## src/rtl/core/rrts_pkg.sv

```systemverilog
// Shared widths, defaults and the queue entry layout of the round-robin scheduler.
package rrts_pkg;

   localparam int ID_W      = 8;
   localparam int BURST_W   = 16;
   localparam int TICK_W    = 32;
   localparam int QUANTUM_W = 8;

   localparam int QUEUE_DEPTH_DEF = 16;

   localparam logic [QUANTUM_W-1:0] QUANTUM_RESET = 8'd2;

   // One queued job; due is arrival plus burst, so waiting time is one subtract
   typedef struct packed {
      logic [ID_W-1:0]    id;
      logic [TICK_W-1:0]  arrival;
      logic [TICK_W-1:0]  due;
      logic [BURST_W-1:0] remaining;
   } entry_type;

endpackage

```

## src/rtl/core/rrts_if.sv

```systemverilog
// Channel interfaces of the round-robin scheduler: tick requests, results and quantum writes.
interface rrts_req_if;
   logic                         valid;
   logic                         ready;
   logic                         arrive;
   logic [rrts_pkg::ID_W-1:0]    process_id;
   logic [rrts_pkg::BURST_W-1:0] burst;

   modport source (output valid, output arrive, output process_id, output burst, input ready);
   modport sink   (input valid, input arrive, input process_id, input burst, output ready);
endinterface

interface rrts_rsp_if;
   logic                        valid;
   logic                        ready;
   logic                        running_valid;
   logic [rrts_pkg::ID_W-1:0]   running_id;
   logic                        done_res;
   logic [rrts_pkg::ID_W-1:0]   done_id;
   logic [rrts_pkg::TICK_W-1:0] completion_time;
   logic [rrts_pkg::TICK_W-1:0] turnaround;
   logic [rrts_pkg::TICK_W-1:0] waiting;
   logic                        dropped;

   modport source (output valid, output running_valid, output running_id, output done_res,
                   output done_id, output completion_time, output turnaround, output waiting,
                   output dropped, input ready);
   modport sink   (input valid, input running_valid, input running_id, input done_res,
                   input done_id, input completion_time, input turnaround, input waiting,
                   input dropped, output ready);
endinterface

interface rrts_csr_if;
   logic                           valid;
   logic                           ready;
   logic [rrts_pkg::QUANTUM_W-1:0] data;

   modport source (output valid, output data, input ready);
   modport sink   (input valid, input data, output ready);
endinterface

```

## src/rtl/core/rrts_ram.sv

```systemverilog
// Generic single-write, single-read RAM with registered read data.
module rrts_ram #(
   parameter int WIDTH = 8,
   parameter int DEPTH = 16
) (
   input  logic                                   clock,
   input  logic                                   wr_en,
   input  logic [(DEPTH > 1 ? $clog2(DEPTH) : 1)-1:0] wr_addr,
   input  logic [WIDTH-1:0]                       wr_data,
   input  logic [(DEPTH > 1 ? $clog2(DEPTH) : 1)-1:0] rd_addr,
   output logic [WIDTH-1:0]                       rd_data
);

   logic [WIDTH-1:0] mem_ff [DEPTH];
   logic [WIDTH-1:0] rd_data_ff;

   // write one word, read one word a cycle
   always_ff @(posedge clock) begin
      if (wr_en) begin
         mem_ff[wr_addr] <= wr_data;
      end
      rd_data_ff <= mem_ff[rd_addr];
   end

   assign rd_data = rd_data_ff;

endmodule

```

## src/rtl/core/round_robin_time_slice_scheduler_top.sv

```systemverilog
// Top level of the round-robin time-slice scheduler: ready queue in two RAM banks.
//
// Usage: every beat on req_chan is one time tick; it may carry a new job
// (arrive, process_id, burst). The job is queued at the tail, then the job at
// the head runs one unit. Each request beat yields exactly one rsp_chan beat
// that names the running job and, when it finishes, its completion,
// turnaround and waiting times; dropped flags an arrival refused by a full
// queue. csr_chan writes the quantum (ticks before the running job rotates to the
// tail); it is always ready, and the user must write it only while the block is
// idle, which the block itself does not enforce. The result is registered and shown
// in the cycle after its request is taken. Waiting jobs live in two RAM banks of
// even and odd slots, so the arrival and the rotated head reach the tail in the same
// cycle; the next head is prefetched from its bank, and an arrival that must become
// head at once is forwarded around the RAM. Reset clears the tick counter, slice
// counter, pointers and occupancy and sets the quantum to 2; no clearing pass is
// needed. One tick is taken every cycle while the receiver is ready; when it stalls,
// the result register holds and a new tick is taken only once it drains.
module round_robin_time_slice_scheduler_top #(
   parameter int QUEUE_DEPTH = rrts_pkg::QUEUE_DEPTH_DEF
) (
   input logic         clock,
   input logic         reset,
   rrts_req_if.sink    req_chan,
   rrts_rsp_if.source  rsp_chan,
   rrts_csr_if.sink    csr_chan
);

   localparam int PTR_W      = $clog2(QUEUE_DEPTH);
   localparam int BANK_DEPTH = 2 ** (PTR_W - 1);
   localparam int BANK_AW    = (BANK_DEPTH > 1) ? $clog2(BANK_DEPTH) : 1;
   localparam int OCC_W      = $clog2(QUEUE_DEPTH + 1);
   localparam int ENTRY_W    = $bits(rrts_pkg::entry_type);
   localparam int TICK_W     = rrts_pkg::TICK_W;
   localparam int QUANTUM_W  = rrts_pkg::QUANTUM_W;

   // state registers
   logic [OCC_W-1:0]       occ_ff, occ_in;
   logic [PTR_W-1:0]       rd_ptr_ff, rd_ptr_in;
   logic [PTR_W-1:0]       wr_ptr_ff, wr_ptr_in;
   logic [TICK_W-1:0]      tick_ff, tick_in;
   logic [TICK_W-1:0]      tick_p1_ff, tick_p1_in;
   logic [QUANTUM_W-1:0]   slice_ff, slice_in;
   logic [QUANTUM_W-1:0]   quantum_ff, quantum_in;
   rrts_pkg::entry_type    hd_ff, hd_in;
   logic                   src_ram_ff, src_ram_in;
   logic                   rd_bank_ff;

   // result register
   logic                   rsp_valid_ff, rsp_valid_in;
   logic                   run_ff, run_in;
   logic [rrts_pkg::ID_W-1:0] run_id_ff, run_id_in;
   logic                   fin_ff, fin_in;
   logic [rrts_pkg::ID_W-1:0] fin_id_ff, fin_id_in;
   logic [TICK_W-1:0]      ctime_ff, ctime_in;
   logic [TICK_W-1:0]      tat_ff, tat_in;
   logic [TICK_W-1:0]      wait_ff, wait_in;
   logic                   drop_ff, drop_in;

   // datapath
   logic                   accept;
   logic                   full;
   logic                   arr_ok;
   logic                   push_arr;
   logic                   run;
   logic                   fin;
   logic                   rot_due;
   logic                   wait_any;
   logic                   rot_push;
   logic                   pop;
   logic                   fwd_arr;
   logic [OCC_W-1:0]       occ1;
   logic [QUANTUM_W-1:0]   q_eff;
   logic [QUANTUM_W-1:0]   slice_inc;
   rrts_pkg::entry_type    arr_entry;
   rrts_pkg::entry_type    ram_entry;
   rrts_pkg::entry_type    head_cur;
   rrts_pkg::entry_type    head_upd;
   logic [PTR_W-1:0]       slot_a;
   logic [PTR_W-1:0]       slot_b;
   logic [ENTRY_W-1:0]     rd_data0, rd_data1;
   logic                   wr_en0, wr_en1;
   logic [BANK_AW-1:0]     wr_addr0, wr_addr1;
   logic [ENTRY_W-1:0]     wr_data0, wr_data1;
   logic [BANK_AW-1:0]     rd_addr;

   assign accept          = req_chan.valid && req_chan.ready;
   assign req_chan.ready  = !rsp_valid_ff || rsp_chan.ready;
   assign csr_chan.ready  = 1'b1;

   // build the arriving entry, stamped with the current tick
   always_comb begin
      arr_entry.id        = req_chan.process_id;
      arr_entry.arrival   = tick_ff;
      arr_entry.due       = tick_ff + TICK_W'(req_chan.burst);
      arr_entry.remaining = req_chan.burst;
   end

   assign ram_entry = rrts_pkg::entry_type'(rd_bank_ff ? rd_data1 : rd_data0);

   // enqueue the arrival, then pick the running job
   assign full     = (occ_ff == OCC_W'(QUEUE_DEPTH));
   assign arr_ok   = req_chan.arrive && !full;
   assign push_arr = arr_ok && (occ_ff != '0);
   assign occ1     = occ_ff + OCC_W'(arr_ok);
   assign run      = (occ1 != '0);
   assign wait_any = (occ1 > OCC_W'(1));

   always_comb begin
      if (occ_ff == '0) begin
         head_cur = arr_entry;
      end else if (src_ram_ff) begin
         head_cur = ram_entry;
      end else begin
         head_cur = hd_ff;
      end
      head_upd           = head_cur;
      head_upd.remaining = head_cur.remaining - rrts_pkg::BURST_W'(1);
   end

   // run one unit: finish, or count the slice and rotate at the quantum
   assign fin       = run && (head_cur.remaining <= rrts_pkg::BURST_W'(1));
   assign q_eff     = (quantum_ff == '0) ? QUANTUM_W'(1) : quantum_ff;
   assign slice_inc = slice_ff + QUANTUM_W'(1);
   assign rot_due   = run && !fin && (slice_inc >= q_eff);
   assign rot_push  = rot_due && wait_any;
   assign pop       = (fin || rot_due) && wait_any;
   assign fwd_arr   = pop && push_arr && (occ_ff == OCC_W'(1));

   // tail writes: arrival at slot_a, rotated head right after it (other bank) or at slot_a alone
   assign slot_a = wr_ptr_ff;
   assign slot_b = wr_ptr_ff + PTR_W'(push_arr);

   always_comb begin
      wr_en0   = 1'b0;
      wr_en1   = 1'b0;
      wr_addr0 = BANK_AW'(slot_a >> 1);
      wr_addr1 = BANK_AW'(slot_a >> 1);
      wr_data0 = arr_entry;
      wr_data1 = arr_entry;
      if (accept && push_arr) begin
         if (slot_a[0]) begin
            wr_en1 = 1'b1;
         end else begin
            wr_en0 = 1'b1;
         end
      end
      if (accept && rot_push) begin
         if (slot_b[0]) begin
            wr_en1   = 1'b1;
            wr_addr1 = BANK_AW'(slot_b >> 1);
            wr_data1 = head_upd;
         end else begin
            wr_en0   = 1'b1;
            wr_addr0 = BANK_AW'(slot_b >> 1);
            wr_data0 = head_upd;
         end
      end
   end

   // prefetch the first waiting job every cycle
   assign rd_addr = BANK_AW'(rd_ptr_ff >> 1);

   rrts_ram #(
      .WIDTH (ENTRY_W),
      .DEPTH (BANK_DEPTH)
   ) u_bank0 (
      .clock   (clock),
      .wr_en   (wr_en0),
      .wr_addr (wr_addr0),
      .wr_data (wr_data0),
      .rd_addr (rd_addr),
      .rd_data (rd_data0)
   );

   rrts_ram #(
      .WIDTH (ENTRY_W),
      .DEPTH (BANK_DEPTH)
   ) u_bank1 (
      .clock   (clock),
      .wr_en   (wr_en1),
      .wr_addr (wr_addr1),
      .wr_data (wr_data1),
      .rd_addr (rd_addr),
      .rd_data (rd_data1)
   );

   // next state
   always_comb begin
      occ_in       = occ_ff;
      rd_ptr_in    = rd_ptr_ff;
      wr_ptr_in    = wr_ptr_ff;
      tick_in      = tick_ff;
      tick_p1_in   = tick_p1_ff;
      slice_in     = slice_ff;
      quantum_in   = quantum_ff;
      hd_in        = hd_ff;
      src_ram_in   = src_ram_ff;
      rsp_valid_in = rsp_valid_ff;
      run_in       = run_ff;
      run_id_in    = run_id_ff;
      fin_in       = fin_ff;
      fin_id_in    = fin_id_ff;
      ctime_in     = ctime_ff;
      tat_in       = tat_ff;
      wait_in      = wait_ff;
      drop_in      = drop_ff;

      if (csr_chan.valid) begin
         quantum_in = csr_chan.data;
      end

      if (accept) begin
         occ_in     = occ1 - OCC_W'(fin);
         rd_ptr_in  = rd_ptr_ff + PTR_W'(pop);
         wr_ptr_in  = wr_ptr_ff + PTR_W'(push_arr) + PTR_W'(rot_push);
         tick_in    = tick_ff + TICK_W'(1);
         tick_p1_in = tick_p1_ff + TICK_W'(1);
         if (fin || rot_due) begin
            slice_in = '0;
         end else if (run) begin
            slice_in = slice_inc;
         end

         // advance the head, or keep the running job with its unit taken
         src_ram_in = 1'b0;
         if (pop) begin
            if (fwd_arr) begin
               hd_in = arr_entry;
            end else begin
               src_ram_in = 1'b1;
            end
         end else if (run && !fin) begin
            hd_in = head_upd;
         end

         rsp_valid_in = 1'b1;
         run_in       = run;
         run_id_in    = run ? head_cur.id : '0;
         fin_in       = fin;
         fin_id_in    = fin ? head_cur.id : '0;
         ctime_in     = fin ? tick_p1_ff : '0;
         tat_in       = fin ? (tick_p1_ff - head_cur.arrival) : '0;
         wait_in      = fin ? (tick_p1_ff - head_cur.due) : '0;
         drop_in      = req_chan.arrive && full;
      end else begin
         // hold the prefetched head before the read port moves on
         if (src_ram_ff) begin
            hd_in      = ram_entry;
            src_ram_in = 1'b0;
         end
         if (rsp_chan.ready) begin
            rsp_valid_in = 1'b0;
         end
      end
   end

   // control registers
   always_ff @(posedge clock) begin
      if (reset) begin
         occ_ff       <= '0;
         rd_ptr_ff    <= '0;
         wr_ptr_ff    <= '0;
         tick_ff      <= '0;
         tick_p1_ff   <= TICK_W'(1);
         slice_ff     <= '0;
         quantum_ff   <= rrts_pkg::QUANTUM_RESET;
         src_ram_ff   <= 1'b0;
         rsp_valid_ff <= 1'b0;
      end else begin
         occ_ff       <= occ_in;
         rd_ptr_ff    <= rd_ptr_in;
         wr_ptr_ff    <= wr_ptr_in;
         tick_ff      <= tick_in;
         tick_p1_ff   <= tick_p1_in;
         slice_ff     <= slice_in;
         quantum_ff   <= quantum_in;
         src_ram_ff   <= src_ram_in;
         rsp_valid_ff <= rsp_valid_in;
      end
   end

   // payload registers
   always_ff @(posedge clock) begin
      hd_ff      <= hd_in;
      rd_bank_ff <= rd_ptr_ff[0];
      run_ff     <= run_in;
      run_id_ff  <= run_id_in;
      fin_ff     <= fin_in;
      fin_id_ff  <= fin_id_in;
      ctime_ff   <= ctime_in;
      tat_ff     <= tat_in;
      wait_ff    <= wait_in;
      drop_ff    <= drop_in;
   end

   assign rsp_chan.valid           = rsp_valid_ff;
   assign rsp_chan.running_valid   = run_ff;
   assign rsp_chan.running_id      = run_id_ff;
   assign rsp_chan.done_res        = fin_ff;
   assign rsp_chan.done_id         = fin_id_ff;
   assign rsp_chan.completion_time = ctime_ff;
   assign rsp_chan.turnaround      = tat_ff;
   assign rsp_chan.waiting         = wait_ff;
   assign rsp_chan.dropped         = drop_ff;

endmodule

```

## src/flat_wrapper.sv

```systemverilog
// flat-port wrapper written by rule: the top's interface ports become plain ports
module round_robin_time_slice_scheduler_top_flat 
#(
   parameter int QUEUE_DEPTH = rrts_pkg::QUEUE_DEPTH_DEF
)
  (clock, reset, req_chan_valid, req_chan_arrive, req_chan_process_id, req_chan_burst, req_chan_ready, rsp_chan_valid, rsp_chan_running_valid, rsp_chan_running_id, rsp_chan_done_res, rsp_chan_done_id, rsp_chan_completion_time, rsp_chan_turnaround, rsp_chan_waiting, rsp_chan_dropped, rsp_chan_ready, csr_chan_valid, csr_chan_data, csr_chan_ready);
  rrts_req_if req_chan_i ();
  rrts_rsp_if rsp_chan_i ();
  rrts_csr_if csr_chan_i ();
  input logic clock;
  input logic reset;
  input wire logic [$bits(req_chan_i.valid)-1:0] req_chan_valid;
  input wire logic [$bits(req_chan_i.arrive)-1:0] req_chan_arrive;
  input wire logic [$bits(req_chan_i.process_id)-1:0] req_chan_process_id;
  input wire logic [$bits(req_chan_i.burst)-1:0] req_chan_burst;
  output wire logic [$bits(req_chan_i.ready)-1:0] req_chan_ready;
  output wire logic [$bits(rsp_chan_i.valid)-1:0] rsp_chan_valid;
  output wire logic [$bits(rsp_chan_i.running_valid)-1:0] rsp_chan_running_valid;
  output wire logic [$bits(rsp_chan_i.running_id)-1:0] rsp_chan_running_id;
  output wire logic [$bits(rsp_chan_i.done_res)-1:0] rsp_chan_done_res;
  output wire logic [$bits(rsp_chan_i.done_id)-1:0] rsp_chan_done_id;
  output wire logic [$bits(rsp_chan_i.completion_time)-1:0] rsp_chan_completion_time;
  output wire logic [$bits(rsp_chan_i.turnaround)-1:0] rsp_chan_turnaround;
  output wire logic [$bits(rsp_chan_i.waiting)-1:0] rsp_chan_waiting;
  output wire logic [$bits(rsp_chan_i.dropped)-1:0] rsp_chan_dropped;
  input wire logic [$bits(rsp_chan_i.ready)-1:0] rsp_chan_ready;
  input wire logic [$bits(csr_chan_i.valid)-1:0] csr_chan_valid;
  input wire logic [$bits(csr_chan_i.data)-1:0] csr_chan_data;
  output wire logic [$bits(csr_chan_i.ready)-1:0] csr_chan_ready;
  assign req_chan_i.valid = req_chan_valid;
  assign req_chan_i.arrive = req_chan_arrive;
  assign req_chan_i.process_id = req_chan_process_id;
  assign req_chan_i.burst = req_chan_burst;
  assign req_chan_ready = req_chan_i.ready;
  assign rsp_chan_valid = rsp_chan_i.valid;
  assign rsp_chan_running_valid = rsp_chan_i.running_valid;
  assign rsp_chan_running_id = rsp_chan_i.running_id;
  assign rsp_chan_done_res = rsp_chan_i.done_res;
  assign rsp_chan_done_id = rsp_chan_i.done_id;
  assign rsp_chan_completion_time = rsp_chan_i.completion_time;
  assign rsp_chan_turnaround = rsp_chan_i.turnaround;
  assign rsp_chan_waiting = rsp_chan_i.waiting;
  assign rsp_chan_dropped = rsp_chan_i.dropped;
  assign rsp_chan_i.ready = rsp_chan_ready;
  assign csr_chan_i.valid = csr_chan_valid;
  assign csr_chan_i.data = csr_chan_data;
  assign csr_chan_ready = csr_chan_i.ready;
  round_robin_time_slice_scheduler_top #(.QUEUE_DEPTH(QUEUE_DEPTH)) u_core (.clock(clock), .reset(reset), .req_chan(req_chan_i), .rsp_chan(rsp_chan_i), .csr_chan(csr_chan_i));
endmodule
```

## config.mk

```make
export PLATFORM = sky130hd
export DESIGN_NAME = round_robin_time_slice_scheduler_top_flat
export DESIGN_NICKNAME = d
export VERILOG_FILES = /design/src/rtl/core/rrts_pkg.sv /design/src/rtl/core/rrts_if.sv /design/src/rtl/core/rrts_ram.sv /design/src/rtl/core/round_robin_time_slice_scheduler_top.sv /design/src/flat_wrapper.sv
export SDC_FILE = /design/constraint.sdc
export NUM_CORES = 2
export LEC_CHECK = 0
export BUFFER_PORTS_ARGS = -buffer_cell sky130_fd_sc_hd__buf_2
export CORE_ASPECT_RATIO = 1.25
export CORE_MARGIN = 5
export CORE_UTILIZATION = 55
export CTS_BUF_LIST = sky130_fd_sc_hd__clkbuf_16
export DETAILED_ROUTE_END_ITERATION = 10
export MAX_ROUTING_LAYER = met4
export PLACE_DENSITY_LB_ADDON = 0.3
export SLEW_MARGIN = 25
export SYNTH_ARGS = -nofsm -noshare
export SYNTH_HDL_FRONTEND = slang
export SYNTH_SLANG_ARGS = --single-unit
```

## constraint.sdc

```tcl
create_clock -name clock -period 60.4 [get_ports clock]
set_input_delay 12.08 -clock clock [delete_from_list [all_inputs] [get_ports clock]]
set_output_delay 12.08 -clock clock [all_outputs]
set_load 0.05 [all_outputs]
```

==> metrics <==
Via-to-Cell Ratio 6.26; Worst Hold Class reg -> reg; # IOs 156; post-detailed-route count of antenna-violating nets 0; Yosys top cell by area edfxtp_1; Final Hold Slack 358 ps; syn_nets 5057; Reg2Reg Depth 18; layout cells sized above 1 0.212; status complete, no violations; Cell Area, Synth 0.0782 mm²; setup violators final 0; setup_tns 0 ps; Die X 347 µm; most common cell in the netlist edfxtp_1; synthesized-area fraction occupied by and/or/nand/nor cells 0.0631; post-synthesis mux area share 0.151; IO Port Bufs 154; vias in the first global route 44500; largest net degree at the start of global routing 109; row cnt 154; CTS tree built; Post-CTS Setup Bufs 0; post-synthesis cell type count 93; element type at the critical path end output pin; Die ar. 0.150 mm²; Worst path max stage delay 290 ps; Pleak 29.9 nW; Fillers 10100; post-synthesis adder-cell area fraction 0.0166; Rel. slew slack 0.276; largest family of logic cells by synthesized area multiplexers; CTS resizes 0; HPWL Detailed 118 mm; Main synth FF type edfxtp_1; Num CTS Buffers 177; CP cell instances buf_2 > nand2b_1 > buf_2; compound-gate portion of the synthesized area 0.0456; YS warnings 0; Slew Viols, Final 0; routed via count 44500; Routed WL 197 mm; RSZ-0062 raised after global routing false; first-pass GRT wire length 289 mm; gpl congestion 0.915; hold_buf cts 0; Async SR Flop Fraction 0; DR pass1 iterations 6; FF+latch count, synth 1883; power per cell area 31.6 mW/mm²; clk sinks 1883; Synth area leaders edfxtp_1 (62%), mux4_2 (10%), dfxtp_1 (7.0%); largest buffer count on any clock path 3; DIE HEIGHT 432 µm; WL per Instance 27.7 µm; fmax 40.5 MHz; initial core utilization 0.554; CP dominant cell by count buf_2; Critical Path Slowest Stage Cell buf_2; CP max FO 3; Setup crit start kind primary input; Final min period 24680 ps; XOR/XNOR share of the synthesized area 0.0183; final hold violation count 0; share of the synthesized area in the top cell type 0.619; Worst EP required 48320 ps; Core Region 0.141 mm²; CP arrival 12600 ps; GRT overflow 0; DR iter-0 viols 5471; Root Driver clkbuf_16; Worst Tran Pin Value 1080 ps; final worst-path cycle share 0.409; synth cell count leaders edfxtp_1 (1611), nand2_1 (491), mux4_2 (352); Max-Cap Viols 0; All-Layer GR Usage 0.269; synth-to-layout area growth 11.2%; initial antenna violation count 4; detailed-route DRC error count 0; clk slew on worst S/H paths 70 ps; H-tree depth 4; clock insertion delay at the later pin of the skew report 820 ps; Clock Skew 43.1 ps; Post-synth EDFFs 1611; hold path depth 0; critical path type in -> out; mean post-synth cell area 15.9 µm²; IR drop worst, VDD 0.0299 mV; Seq/Total Area, Yosys 0.688; Mapped Cells 4923; layout net count 5219
[critical path: cells and delay by family]
kind	cells	cell delay (ps)
and+or+nand+nor	1	150
buffers and inverters	2	370
[worst paths after layout]
kind / to / startpoint / slack [ps]
worst max-delay path: req_chan_ready / rsp_chan_ready / 35720
worst min-delay path: u_core.rd_bank_ff$_DFF_P_ / u_core.rd_ptr_ff[0]$_SDFFE_PP0P_ / 360
worst max register to register: u_core.u_bank1.mem_ff[7][78]$_DFFE_PP_ / u_core.rd_bank_ff$_DFF_P_ / 52750
worst min register to register: u_core.rd_bank_ff$_DFF_P_ / u_core.rd_ptr_ff[0]$_SDFFE_PP0P_ / 360
[cell usage in the layout (no fill, tap or decap), drive strengths merged, types with 6 or more instances in the layout]
cell | synthesis | routed
nand4 | 29 | 29
a21o | 44 | 44
buf | 88 | 254
o21ai | 226 | 226
or4 | 6 | 6
o211ai | 11 | 11
nor4 | 12 | 12
nand2b | 13 | 13
mux4 | 352 | 352
nand3 | 55 | 55
nand2 | 492 | 492
a211oi | 16 | 16
mux2i | 188 | 188
a31oi | 25 | 25
bufinv | 0 | 13
clkinv | 2 | 78
mux2 | 180 | 180
a21oi | 187 | 187
or3 | 14 | 14
nor2 | 330 | 330
nor2b | 15 | 15
maj3 | 7 | 7
nor3 | 44 | 44
xnor2 | 88 | 88
and3 | 39 | 39
clkbuf | 183 | 179
clkinvlp | 0 | 11
dfxtp | 272 | 272
edfxtp | 1611 | 1611
nor3b | 8 | 8
and2 | 39 | 39
inv | 65 | 117
o21a | 13 | 13
or2 | 11 | 11
xor2 | 75 | 75
ha | 93 | 93
and4 | 7 | 7
[final cells by class]
| class | count | area [µm²] | area share |
|---|---|---|---|
| clock inverters | 152 | 1180 | 0.0135 |
| flip-flops and latches | 1883 | 53800 | 0.619 |
| well taps | 1872 | 2340 | 0.0269 |
| inverters | 67 | 259 | 0.00298 |
| diodes | 3 | 7.51 | 0.0000863 |
| repair buffers | 254 | 1570 | 0.0180 |
| clock buffers | 179 | 4480 | 0.0515 |
| multi-input cells | 2702 | 23300 | 0.268 |
[sequential cells by signal, summed over array words and instances (netlist names), 88 cells and up]
| register | count |
|---|---|
| u_core.hd_ff | 88 |
| u_core.u_bank1.rd_data | 88 |
| u_core.u_bank0.mem_ff | 704 |
| u_core.u_bank1.mem_ff | 704 |
| u_core.u_bank0.rd_data | 88 |
[logic make-up after synthesis]
| family | Yosys count |
|---|---|
| flops | 1883 |
| simple gates | 1122 |
| mux | 720 |
| compound gates | 593 |
| buf+inv | 338 |
| xor+xnor | 163 |
| fa+ha+maj | 103 |
| other cells | 1 |
[stage by stage]
stage / power [mW] / instance area, µm² / setup WS (ps) / util / cells
floorplan: 1.62 / 78200 / 31450 / - / 4923
global placement: 1.68 / 81200 / 35710 / 0.575 / 6776
detailed placement: 1.69 / 81300 / 35720 / 0.575 / 6777
CTS: 2.75 / 86900 / 35710 / 0.615 / 7108
global route: 2.83 / 86900 / 35690 / 0.616 / 7111
finish: 2.74 / 86900 / 35720 / 0.616 / 7112
[where the power goes]
| part | internal (mW) | switching, mW |
|---|---|---|
| Clock | 0.598 | 0.483 |
| Sequential | 1.44 | 0.00968 |
| Combinational | 0.0646 | 0.148 |
[layer usage]
| metal | vias to the layer above | global-route usage | share of wire |
|---|---|---|---|
| met4 | 0 | 0.0881 | 0.032 |
| met1 | 22700 | 0.360 | 0.39 |
| met2 | 2242 | 0.428 | 0.49 |
| met3 | 353 | 0.0449 | 0.087 |
| met5 | - | - | 0 |
| li1 | 19200 | - | - |
Note: power is estimated with default switching activity, not from simulation.
